--- config.mk ---
export PLATFORM = sky130hd
export DESIGN_NAME = pair_table_insert_remove_core
export DESIGN_NICKNAME = d
export VERILOG_FILES = /design/src/rtl/core/ptir_pkg.sv /design/src/rtl/core/ptir_pair_ram.sv /design/src/rtl/core/pair_table_insert_remove_core.sv
export SDC_FILE = /design/constraint.sdc
export NUM_CORES = 1
export LEC_CHECK = 0
export ABC_AREA = 1
export BUFFER_PORTS_ARGS = -buffer_cell sky130_fd_sc_hd__buf_2
export CELL_PAD_IN_SITES_DETAIL_PLACEMENT = 0
export CELL_PAD_IN_SITES_GLOBAL_PLACEMENT = 1
export CORE_MARGIN = 4
export CORE_UTILIZATION = 51
export DETAILED_ROUTE_END_ITERATION = 8
export GPL_ROUTABILITY_DRIVEN = 0
export PLACE_DENSITY = 0.81
export SLEW_MARGIN = 10
export SYNTH_ARGS = -nofsm -noshare
export SYNTH_HDL_FRONTEND = slang
export SYNTH_SLANG_ARGS = --single-unit
--- constraint.sdc ---
create_clock -name i_clk -period 7.3 [get_ports i_clk]
set_clock_uncertainty 0.2 [all_clocks]
set_input_delay 1.095 -clock i_clk [delete_from_list [all_inputs] [get_ports i_clk]]
set_output_delay 1.095 -clock i_clk [all_outputs]
set_load 0.01 [all_outputs]
--- src/rtl/core/ptir_pkg.sv ---
// ----------------------------------------------------------------------------
// ptir_pkg
// Shared types, codes and field widths for the pair table core.
// ----------------------------------------------------------------------------
package ptir_pkg;

    // Default sizes for the top-level parameters.
    localparam int DEPTH_DEF       = 16;
    localparam int KEY_WIDTH_DEF   = 16;
    localparam int VALUE_WIDTH_DEF = 16;

    // Fixed widths of the stream fields.
    localparam int MODE_W        = 2;
    localparam int KEY_FIELD_W   = 16;
    localparam int VALUE_FIELD_W = 16;
    localparam int INDEX_W       = 4;
    localparam int STATUS_W      = 2;
    localparam int COUNT_FIELD_W = 5;

    // Packed stream widths, rounded up to whole bytes.
    localparam int S_TDATA_BITS = KEY_FIELD_W + VALUE_FIELD_W + INDEX_W;
    localparam int S_TDATA_W    = ((S_TDATA_BITS + 7) / 8) * 8;
    localparam int M_TDATA_BITS = KEY_FIELD_W + VALUE_FIELD_W + COUNT_FIELD_W;
    localparam int M_TDATA_W    = ((M_TDATA_BITS + 7) / 8) * 8;

    typedef enum logic [MODE_W-1:0] {
        MODE_ADD    = 2'd0,
        MODE_REMOVE = 2'd1,
        MODE_READ   = 2'd2
    } t_mode;

    typedef enum logic [STATUS_W-1:0] {
        ST_OK    = 2'd0,
        ST_DUP   = 2'd1,
        ST_FULL  = 2'd2,
        ST_RANGE = 2'd3
    } t_status;

endpackage

--- src/rtl/core/ptir_pair_ram.sv ---
// ----------------------------------------------------------------------------
// ptir_pair_ram
// Simple dual-port table memory: one write port, one read port with the
// read data registered.
// ----------------------------------------------------------------------------
module ptir_pair_ram #(
    parameter int DEPTH = ptir_pkg::DEPTH_DEF,
    parameter int WIDTH = ptir_pkg::KEY_WIDTH_DEF + ptir_pkg::VALUE_WIDTH_DEF
) (
    input  logic                     i_clk,
    input  logic                     i_wr_en,
    input  logic [$clog2(DEPTH)-1:0] i_wr_addr,
    input  logic [WIDTH-1:0]         i_wr_data,
    input  logic [$clog2(DEPTH)-1:0] i_rd_addr,
    output logic [WIDTH-1:0]         o_rd_data
);

    logic [WIDTH-1:0] r_mem [DEPTH];
    logic [WIDTH-1:0] r_rd_data;

    always_ff @(posedge i_clk) begin
        if (i_wr_en) begin
            r_mem[i_wr_addr] <= i_wr_data;
        end
    end

    // A read at an address written in the same cycle returns the old entry.
    always_ff @(posedge i_clk) begin
        r_rd_data <= r_mem[i_rd_addr];
    end

    assign o_rd_data = r_rd_data;

endmodule

--- src/rtl/core/pair_table_insert_remove_core.sv ---
// Steps: each item passes S_IDLE and S_DISPATCH; an add with duplicates allowed, a bad
// index or an ignored mode then goes to S_DONE, a read passes S_FETCH, an add with the
// duplicate check walks S_SCAN up to the count (less on an early match) and a remove
// passes S_FETCH and S_SHIFT over the entries above the index, all ending in S_DONE.
// Throughput: one item at a time; the next is accepted the cycle after its result
// enters the output register. Reset: synchronous, active low; clears the count and sets allow_duplicates to 1.
// ----------------------------------------------------------------------------
// pair_table_insert_remove_core
// Packed table of key/value pairs in insertion order with add, remove and read
// operations, an optional duplicate check and a running entry count.
// ----------------------------------------------------------------------------
module pair_table_insert_remove_core #(
    parameter int DEPTH       = ptir_pkg::DEPTH_DEF,
    parameter int KEY_WIDTH   = ptir_pkg::KEY_WIDTH_DEF,
    parameter int VALUE_WIDTH = ptir_pkg::VALUE_WIDTH_DEF
) (
    input  logic                           i_clk,
    input  logic                           i_rst_n,
    // Input items.
    input  logic                           s_axis_tvalid,
    output logic                           s_axis_tready,
    // s_axis_tdata: key [15:0], value [31:16], index [35:32], zero fill above.
    input  logic [ptir_pkg::S_TDATA_W-1:0] s_axis_tdata,
    // s_axis_tuser: mode [1:0].
    input  logic [ptir_pkg::MODE_W-1:0]    s_axis_tuser,
    // Result items.
    output logic                           m_axis_tvalid,
    input  logic                           m_axis_tready,
    // m_axis_tdata: key_out [15:0], value_out [31:16], entry_count [36:32],
    // zero fill above.
    output logic [ptir_pkg::M_TDATA_W-1:0] m_axis_tdata,
    // m_axis_tuser: status [1:0].
    output logic [ptir_pkg::STATUS_W-1:0]  m_axis_tuser,
    // Configuration: allow_duplicates.
    input  logic                           i_cfg_we,
    input  logic                           i_cfg_wdata
);

    import ptir_pkg::*;

    // Address and count widths follow from the table size, the entry width from the key and value widths.
    localparam int AW   = $clog2(DEPTH);
    localparam int CW   = $clog2(DEPTH + 1);
    localparam int DW   = KEY_WIDTH + VALUE_WIDTH;
    localparam int CMPW = (CW > INDEX_W) ? CW : INDEX_W;

    typedef enum logic [2:0] {
        S_IDLE,
        S_DISPATCH,
        S_SCAN,
        S_FETCH,
        S_SHIFT,
        S_DONE
    } t_state;

    // Control state.
    t_state r_state, n_state;
    logic [CW-1:0] r_count, n_count;
    logic          r_allow_dup, n_allow_dup;
    logic [CW-1:0] r_ptr, n_ptr;
    logic [AW-1:0] r_dst, n_dst;
    logic          r_pend, n_pend;
    logic          r_out_valid, n_out_valid;

    // Item and result payload.
    t_mode                    r_mode, n_mode;
    logic [KEY_WIDTH-1:0]     r_key, n_key;
    logic [VALUE_WIDTH-1:0]   r_val, n_val;
    logic [INDEX_W-1:0]       r_idx, n_idx;
    t_status                  r_res_status, n_res_status;
    logic [KEY_FIELD_W-1:0]   r_res_key, n_res_key;
    logic [VALUE_FIELD_W-1:0] r_res_val, n_res_val;
    t_status                  r_out_status, n_out_status;
    logic [KEY_FIELD_W-1:0]   r_out_key, n_out_key;
    logic [VALUE_FIELD_W-1:0] r_out_val, n_out_val;
    logic [COUNT_FIELD_W-1:0] r_out_count, n_out_count;

    // Memory ports.
    logic          w_wr_en;
    logic [AW-1:0] w_wr_addr;
    logic [DW-1:0] w_wr_data;
    logic [AW-1:0] w_rd_addr;
    logic [DW-1:0] w_rd_data;

    logic                   w_issue;
    logic                   w_match;
    logic                   w_append;
    logic [KEY_WIDTH-1:0]   w_rd_key;
    logic [VALUE_WIDTH-1:0] w_rd_val;

    assign w_rd_key = w_rd_data[DW-1:VALUE_WIDTH];
    assign w_rd_val = w_rd_data[VALUE_WIDTH-1:0];

    // Both scan and shift walk a read pointer up to the count; a read issued in
    // one cycle delivers its entry in the next, marked by r_pend.
    assign w_issue = (r_ptr < r_count);
    assign w_match = (w_rd_data == {r_key, r_val});

    ptir_pair_ram #(
        .DEPTH (DEPTH),
        .WIDTH (DW)
    ) u_ptir_pair_ram (
        .i_clk     (i_clk),
        .i_wr_en   (w_wr_en),
        .i_wr_addr (w_wr_addr),
        .i_wr_data (w_wr_data),
        .i_rd_addr (w_rd_addr),
        .o_rd_data (w_rd_data)
    );

    always_comb begin
        n_state      = r_state;
        n_count      = r_count;
        n_allow_dup  = r_allow_dup;
        n_ptr        = r_ptr;
        n_dst        = r_dst;
        n_pend       = r_pend;
        n_out_valid  = r_out_valid;
        n_mode       = r_mode;
        n_key        = r_key;
        n_val        = r_val;
        n_idx        = r_idx;
        n_res_status = r_res_status;
        n_res_key    = r_res_key;
        n_res_val    = r_res_val;
        n_out_status = r_out_status;
        n_out_key    = r_out_key;
        n_out_val    = r_out_val;
        n_out_count  = r_out_count;

        w_wr_en   = 1'b0;
        w_wr_addr = r_count[AW-1:0];
        w_wr_data = {r_key, r_val};
        w_rd_addr = r_ptr[AW-1:0];
        w_append  = 1'b0;

        if (i_cfg_we) begin
            n_allow_dup = i_cfg_wdata;
        end

        if (r_out_valid && m_axis_tready) begin
            n_out_valid = 1'b0;
        end

        case (r_state)
            S_IDLE: begin
                if (s_axis_tvalid) begin
                    n_mode  = t_mode'(s_axis_tuser);
                    n_key   = KEY_WIDTH'(s_axis_tdata[KEY_FIELD_W-1:0]);
                    n_val   = VALUE_WIDTH'(
                        s_axis_tdata[KEY_FIELD_W +: VALUE_FIELD_W]);
                    n_idx   = s_axis_tdata[KEY_FIELD_W + VALUE_FIELD_W +: INDEX_W];
                    n_state = S_DISPATCH;
                end
            end

            S_DISPATCH: begin
                // The entry at the index is read now in case it is needed.
                w_rd_addr = AW'(r_idx);
                case (r_mode)
                    MODE_ADD: begin
                        if (!r_allow_dup) begin
                            n_ptr   = '0;
                            n_pend  = 1'b0;
                            n_state = S_SCAN;
                        end else begin
                            w_append = 1'b1;
                        end
                    end
                    MODE_REMOVE, MODE_READ: begin
                        if (CMPW'(r_idx) >= CMPW'(r_count)) begin
                            n_res_status = ST_RANGE;
                            n_res_key    = '0;
                            n_res_val    = '0;
                            n_state      = S_DONE;
                        end else begin
                            n_state = S_FETCH;
                        end
                    end
                    default: begin
                        n_res_status = ST_OK;
                        n_res_key    = '0;
                        n_res_val    = '0;
                        n_state      = S_DONE;
                    end
                endcase
            end

            S_FETCH: begin
                n_res_status = ST_OK;
                n_res_key    = KEY_FIELD_W'(w_rd_key);
                n_res_val    = VALUE_FIELD_W'(w_rd_val);
                if (r_mode == MODE_REMOVE) begin
                    n_ptr   = CW'(r_idx) + CW'(1);
                    n_dst   = AW'(r_idx);
                    n_pend  = 1'b0;
                    n_state = S_SHIFT;
                end else begin
                    n_state = S_DONE;
                end
            end

            S_SCAN: begin
                if (w_issue) begin
                    n_ptr = r_ptr + CW'(1);
                end
                n_pend = w_issue;
                if (r_pend && w_match) begin
                    n_res_status = ST_DUP;
                    n_res_key    = '0;
                    n_res_val    = '0;
                    n_state      = S_DONE;
                end else if (!w_issue) begin
                    w_append = 1'b1;
                end
            end

            S_SHIFT: begin
                // Read one entry ahead and write it one place lower.
                if (w_issue) begin
                    n_ptr = r_ptr + CW'(1);
                end
                n_pend = w_issue;
                if (r_pend) begin
                    w_wr_en   = 1'b1;
                    w_wr_addr = r_dst;
                    w_wr_data = w_rd_data;
                    n_dst     = r_dst + AW'(1);
                end
                if (!w_issue) begin
                    n_count = r_count - CW'(1);
                    n_state = S_DONE;
                end
            end

            S_DONE: begin
                if (!r_out_valid || m_axis_tready) begin
                    n_out_valid  = 1'b1;
                    n_out_status = r_res_status;
                    n_out_key    = r_res_key;
                    n_out_val    = r_res_val;
                    n_out_count  = COUNT_FIELD_W'(r_count);
                    n_state      = S_IDLE;
                end
            end

            default: begin
                n_state = S_IDLE;
            end
        endcase

        // Append after the duplicate check, or directly when duplicates pass.
        if (w_append) begin
            n_res_key = '0;
            n_res_val = '0;
            if (r_count == CW'(DEPTH)) begin
                n_res_status = ST_FULL;
            end else begin
                w_wr_en      = 1'b1;
                n_count      = r_count + CW'(1);
                n_res_status = ST_OK;
            end
            n_state = S_DONE;
        end
    end

    always_ff @(posedge i_clk) begin
        r_mode       <= n_mode;
        r_key        <= n_key;
        r_val        <= n_val;
        r_idx        <= n_idx;
        r_dst        <= n_dst;
        r_res_status <= n_res_status;
        r_res_key    <= n_res_key;
        r_res_val    <= n_res_val;
        r_out_status <= n_out_status;
        r_out_key    <= n_out_key;
        r_out_val    <= n_out_val;
        r_out_count  <= n_out_count;
        if (!i_rst_n) begin
            r_state     <= S_IDLE;
            r_count     <= '0;
            r_allow_dup <= 1'b1;
            r_ptr       <= '0;
            r_pend      <= 1'b0;
            r_out_valid <= 1'b0;
        end else begin
            r_state     <= n_state;
            r_count     <= n_count;
            r_allow_dup <= n_allow_dup;
            r_ptr       <= n_ptr;
            r_pend      <= n_pend;
            r_out_valid <= n_out_valid;
        end
    end

    assign s_axis_tready = (r_state == S_IDLE);
    assign m_axis_tvalid = r_out_valid;
    assign m_axis_tuser  = r_out_status;
    assign m_axis_tdata  = {(M_TDATA_W - M_TDATA_BITS)'(0), r_out_count, r_out_val, r_out_key};

endmodule

==> results of run 1 <==
[logic make-up after synthesis]
logic type      synth area share [%]
compound gates                  11.9
other cells                   0.0142
simple gates                    9.64
xor+xnor                       0.661
flops                           73.5
buf+inv                         3.64
fa+ha+maj                      0.708
[state kept, by name (all words and copies together) (netlist names), 4 cells and up]
signal,count
u_ptir_pair_ram.r_mem,512
u_ptir_pair_ram.o_rd_data,32
r_key,16
r_out_key,16
r_out_val,16
r_res_key,16
r_res_val,16
r_val,16
r_count,5
r_out_count,5
r_ptr,5
r_dst,4
r_idx,4
[cell type report]
cell class                 instances  area [um^2]  area share (%)
inverter                          90          343            1.14
sequential                       675        19500            64.9
multi-input combinational       1216         6240            20.8
timing repair buffer             138          838            2.80
clock buffer                      89         1880            6.25
clock inverter                    37          367            1.22
tap                              680          851            2.84
[power groups by stage]
stage                     clock [uW]  combinational, uW  sequential, uW
after floorplan                    0               1960            4960
after global placement             0               2700            5040
after detailed placement           0               2780            5050
after CTS                       3520               2790            4970
after global routing            3680               3120            5000
final                           3470               2810            4980
[cell usage after synthesis (all sizes together), types with 15 or more instances]
| cell type | n |
|---|---|
| o21ai | 309 |
| buf | 82 |
| o221ai | 90 |
| dfxtp | 80 |
| o22ai | 39 |
| inv | 90 |
| nand3 | 44 |
| nor2 | 322 |
| edfxtp | 595 |
| clkbuf | 43 |
| o211ai | 38 |
| nand2 | 270 |
| a21oi | 44 |
| ha | 15 |
[worst paths after layout]
kind / from / endpoint
worst max-delay path: r_count[2]$_SDFF_PN0_ / u_ptir_pair_ram.r_mem[11][20]$_DFFE_PP_
worst min-delay path: r_res_status[1]$_DFFE_PP_ / m_axis_tuser[1]$_DFFE_PP_
worst max register to register: r_count[2]$_SDFF_PN0_ / u_ptir_pair_ram.r_mem[11][20]$_DFFE_PP_
worst min register to register: r_res_status[1]$_DFFE_PP_ / m_axis_tuser[1]$_DFFE_PP_
[cells in the final DEF (no fill, tap or decap), drive strengths merged, types with 8 or more instances in the layout]
cell,netlist,layout
ha,15,15
o22ai,39,39
inv,90,92
o221ai,90,90
dfxtp,80,80
xor2,13,13
nand4,8,8
clkbuf,43,89
clkinv,0,25
buf,82,138
nand2,270,270
o21ai,309,309
a21oi,44,44
edfxtp,595,595
nor2,322,322
nand3,44,44
o211ai,38,38
[layer usage]
layer | share of wire [%] | vias to the layer above | track usage (%)
met5 | 0 | - | 0
met4 | 2.3 | 0 | 7.05
met3 | 8.8 | 107 | 4.14
met2 | 47 | 714 | 34.6
met1 | 42 | 8196 | 31.8
li1 | - | 7822 | -
[per-stage QoR]
step           area (um^2)  instances  total power (uW)
6_report             30000       2925             11300
2_1_floorplan        26500       2106              6920
3_5_place_dp         27700       2799              7820
5_1_grt              30000       2925             11800
4_1_cts              30000       2925             11300
3_3_place_gp         27700       2799              7740
==> qor.txt, run 1 <==
Mapped Cells = 2104
post-synthesis cell type count = 38
worst hold path class = register to register
# rows = 83
crit path kind = register to register
Final Routed Wirelength = 63.2 mm
final antenna-violating net count = 0
sequential cell area fraction in the yosys report = 73.5%
Synth area leader = edfxtp_1
critical-path cell list = inv_1 -> ha_1 -> nand2_1 -> nor2_1 -> o21ai_0 -> nand3_1 -> nand3_1 -> nand2_2 -> nand2_2 -> nand2_1 -> nand3_1 -> nor2_4 -> buf_4
Iter 0 DRT Violations = 1997
# DRC = 0
clk root buf = clkbuf_16
PwrDens = 375 nW/um^2
vias in the first global route = 15800
n_diodes = 0
run status = completed
TritonCTS Buffers = 68
RSZ-0062 raised after global routing = false
power share of the clock group = 30.8%
Overflow after GRT = 0
Area growth, synth to finish = 13.2%
LEAKAGE = 0.0103 uW
fin crit period = 4.70 ns
synth top area cells = edfxtp_1 67%, dfxtp_1 6.0%, nor2_1 4.5%, o21ai_0 4.5%, nand2_1 3.8%
Slew @ Worst Pin = 1.30 ns
wire length per cell = 21.6 um
largest net degree at the start of global routing = 258
later-pin clock latency in the skew report = 0.60 ns
cts-stage hold buffer count = 0
port bufs = 84
pre-CTS setup slack = 2.62 ns
Yosys top cell area share = 67.4%
Comb pwr share = 25.0%
Die Y = 236 um
CTS H-tree depth = 3
WP buf/inv = 2
Top FF cell, synth = edfxtp_1
CTS tree = yes
fill count = 3982
CTS sink cnt = 675
Max Cap Viol = 0
Final Max Slew Viols = 0
layout cells sized above 1 = 12.2%
Worst Path Max Fanout = 37
GRT Total Usage = 22.1%
Req. time, crit path = 7.39 ns
hold slack = 0.220 ns
peak supply drop = 287 uV
crit-path most repeated cell = nand3_1
Worst setup SP type = register
reg2reg setup slack = 2.60 ns
setup slack after layout = 2.60 ns
Layout Utilization = 58.3%
async set-reset flop share out of synthesis = 0%
Avg Cell Area, Syn = 12.6 um^2
clock-pin slew on the worst setup and hold paths = 0.06 ns
Achievable Freq = 213 MHz
Cell Int Power = 7570 uW
Mapped Area = 26500 um^2
post-DP HPWL = 33.9 mm
CP max stage delay = 0.93 ns
# IOs = 92
cell depth of the worst flop-to-flop path = 13
Ys Warns = 0
setup violators final = 0
clock buffer depth = 3
CP Depth = 13
setup bufs post-CTS = 0
DR pass1 iterations = 6
Hold Fails Final Rpt = 0
initial core utilization = 51.5%
via count = 16800
nets = 2252
setup TNS = 0 ns
initial antenna violation count = 0
hold depth = 0
CORE AREA = 51400 um^2
die area = 55700 um^2
max_slew headroom = 13.1%
number of flops mapped to enable cells by yosys = 595
share of power burned in registers = 44.2%
Horiz. Die Dim = 236 um
vias per inst = 5.76
sw frac = 32.7%
Final Cycle Share = 64.3%
crit path capture type = register
flops & latches, synth = 675
# resized after CTS = 0
Top Family by Delay on Critical Path = simple AND/OR/NAND/NOR gates
Psw = 3680 uW
CP arrival = 4.78 ns
Max stage delay cell, worst path = nor2_4
first-pass GRT wire length = 95.0 mm
No activity file was read; power rests on OpenSTA's default activity.
==> inputs of run 2 (changes only) <==
CORE_UTILIZATION = 46   (was 51)
PLACE_DENSITY = 0.77   (was 0.81)
clock period = 3.9 ns   (was 7.3 ns; I/O delays follow)
==> qor.txt, run 2 (synthesis gave the netlist of run 1 again) <==
power share of the clock group = 29.2% (-1.6 points)
LEAKAGE = 0.0106 uW (+2.4%)
initial core utilization = 46.7% (-4.8 points)
Placed Area = 28100 um^2 (+1.5%)
Achievable Freq = 286 MHz (+34%)
fin crit period = 3.50 ns (-1.20 ns)
Cell Int Power = 14000 uW (+85%)
nets = 2315 (+2.8%)
wire length per cell = 21.5 um (-0.61%)
setup bufs post-CTS = 0 (unchanged)
Slew @ Worst Pin = 1.24 ns (-0.0645 ns)
worst hold path class = input port to register
# resized after CTS = 0 (unchanged)
crit path capture type = register
clk root buf = clkbuf_16
Final Max Slew Viols = 0 (unchanged)
vias in the first global route = 16400 (+3.4%)
Overflow after GRT = 0 (unchanged)
Final Cycle Share = 89.7% (+25 points)
reg-to-reg critical path endpoint = u_ptir_pair_ram.r_mem[9][12]$_DFFE_PP_
Req. time, crit path = 3.98 ns (-3.41 ns)
run status = completed
final instance area = 30600 um^2 (+2.1%)
commonest cells after routing, fill and taps aside = 595 x edfxtp_1, 304 x nor2_1, 267 x nand2_1, 238 x o21ai_0, 90 x o221ai_1
later-pin clock latency in the skew report = 0.60 ns (about the same)
max_slew headroom = 16.9% (+3.7 points)
reg2reg setup slack = 0.40 ns (-2.20 ns)
via count = 17100 (+1.7%)
pre-CTS setup slack = 0.435 ns (-2.18 ns)
setup TNS = 0 ns (unchanged)
# IOs = 92 (unchanged)
port bufs = 84 (unchanged)
Top reg by flops = u_ptir_pair_ram.r_mem
CTS sink cnt = 675 (unchanged)
cts-stage hold buffer count = 40 (+40)
first-pass GRT wire length = 98.4 mm (+3.6%)
Horiz. Die Dim = 248 um (+5.1%)
cell depth of the worst flop-to-flop path = 13 (unchanged)
CP arrival = 3.58 ns (-1.20 ns)
CORE AREA = 56700 um^2 (+10%)
# DRC = 0 (unchanged)
layout cells sized above 1 = 12.8% (+0.57 points)
Psw = 6970 uW (+89%)
Hold Path Sink = r_state[1]$_SDFFE_PP0P_
clock buffer depth = 3 (unchanged)
share of power burned in registers = 44.4% (+0.2 points)
Worst setup SP type = register
max reg flops = 512 (unchanged)
RSZ-0062 raised after global routing = false
Hold Fails Final Rpt = 0 (unchanged)
clock-pin slew on the worst setup and hold paths = 0.06 ns (about the same)
largest net degree at the start of global routing = 169 (-34%)
fill count = 4588 (+15%)
DR pass1 iterations = 5 (-1)
Iter 0 DRT Violations = 1710 (-14%)
initial antenna violation count = 0 (unchanged)
crit path kind = register to register
R2R Path Start = r_count[2]$_SDFF_PN0_
Worst Path Max Fanout = 19 (-49%)
PwrDens = 684 nW/um^2 (+82%)
CTS tree = yes
GRT Total Usage = 21.2% (-0.89 points)
CTS H-tree depth = 3 (unchanged)
final antenna-violating net count = 0 (unchanged)
post-DP HPWL = 36.9 mm (+8.8%)
die area = 61500 um^2 (+10%)
sw frac = 33.3% (+0.53 points)
Hold Path Origin = i_rst_n
Comb pwr share = 26.4% (+1.4 points)
hold depth = 3 (+3)
vias per inst = 5.60 (-2.6%)
placed insts = 2900 (+3.6%)
setup violators final = 0 (unchanged)
n_diodes = 0 (unchanged)
Final Routed Wirelength = 65.6 mm (+3.9%)
Final Non-Filler Cells = 3057 (+4.5%)
commonest non-fill, non-tap cell in the layout = edfxtp_1
setup slack after layout = 0.400 ns (-2.20 ns)
Die Y = 248 um (+5.1%)
peak supply drop = 386 uV (+34%)
# rows = 87 (+4.8%)
hold slack = 0.154 ns (-0.0665 ns)
Area growth, synth to finish = 15.5%
TritonCTS Buffers = 66 (-2.9%)
Max Cap Viol = 0 (unchanged)
[run 2: cell types whose count changed in the layout (fill, tap and decap cells not counted), moves of 3 or more]
cell,previous run,this run
buf_12,1,10
buf_4,53,69
clkbuf_1,16,13
clkbuf_16,72,67
dlygate4sd3_1,0,40
[run 2: stage by stage]
| stage | utilization (%) | total power [uW] |
|---|---|---|
| 2_1_floorplan | - | 13000 |
| 3_3_place_gp | 49.6 | 14800 |
| 3_5_place_dp | 49.6 | 14900 |
| 4_1_cts | 54.0 | 21000 |
| 5_1_grt | 54.0 | 22000 |
| 6_report | 54.0 | 21000 |
[run 2: power by group through the flow]
stage          registers [uW]  clock network [uW]  logic [uW]
3_5_place_dp             9430                   0        5460
2_1_floorplan            9270                   0        3680
4_1_cts                  9280                6240        5510
6_report                 9300                6120        5540
3_3_place_gp             9420                   0        5350
5_1_grt                  9340                6550        6150
[run 2: cell type report]
class | instances | area, um^2 | share of cell area (%)
tap | 756 | 946 | 3.09
inverter | 90 | 343 | 1.12
sequential | 675 | 19500 | 63.6
timing repair buffer | 203 | 1540 | 5.03
clock inverter | 36 | 329 | 1.07
multi-input combinational | 1216 | 6250 | 20.4
clock buffer | 81 | 1740 | 5.68
[run 2: routing by layer]
metal	track usage (%)	routed length, um	up-vias
met3	3.86	5220	127
met1	29.6	27800	8390
met5	0	0	-
met2	33.4	30300	667
met4	8.30	2260	0
li1	-	-	7949
[run 2: worst max-delay path by stage]
stage                     startpoint                                     end  slack [ns]  depth (start not counted)
2_1_floorplan  r_count[2]$_SDFF_PN0_  u_ptir_pair_ram.r_mem[11][0]$_DFFE_PP_        0.04                         13
3_3_place_gp   r_count[2]$_SDFF_PN0_  u_ptir_pair_ram.r_mem[9][29]$_DFFE_PP_        0.48                         13
3_5_place_dp   r_count[2]$_SDFF_PN0_  u_ptir_pair_ram.r_mem[9][25]$_DFFE_PP_        0.44                         13
4_1_cts        r_count[2]$_SDFF_PN0_  u_ptir_pair_ram.r_mem[9][28]$_DFFE_PP_        0.43                         13
5_1_grt        r_count[2]$_SDFF_PN0_  u_ptir_pair_ram.r_mem[9][12]$_DFFE_PP_        0.19                         13
6_report       r_count[2]$_SDFF_PN0_  u_ptir_pair_ram.r_mem[9][12]$_DFFE_PP_        0.40                         13
[run 2: worst max-delay path, cell delays in order (launching register included)]
cell     delay [ns]
dfxtp_1        0.46
inv_1          0.16
ha_1           0.32
nand2_1        0.05
nor2_1         0.09
o21ai_0        0.09
nand3_1        0.13
nand3_1        0.15
nand2_2        0.10
nand2_2        0.14
nand2_1        0.18
nand3_1        0.36
nor2_4         0.49
buf_12         0.26
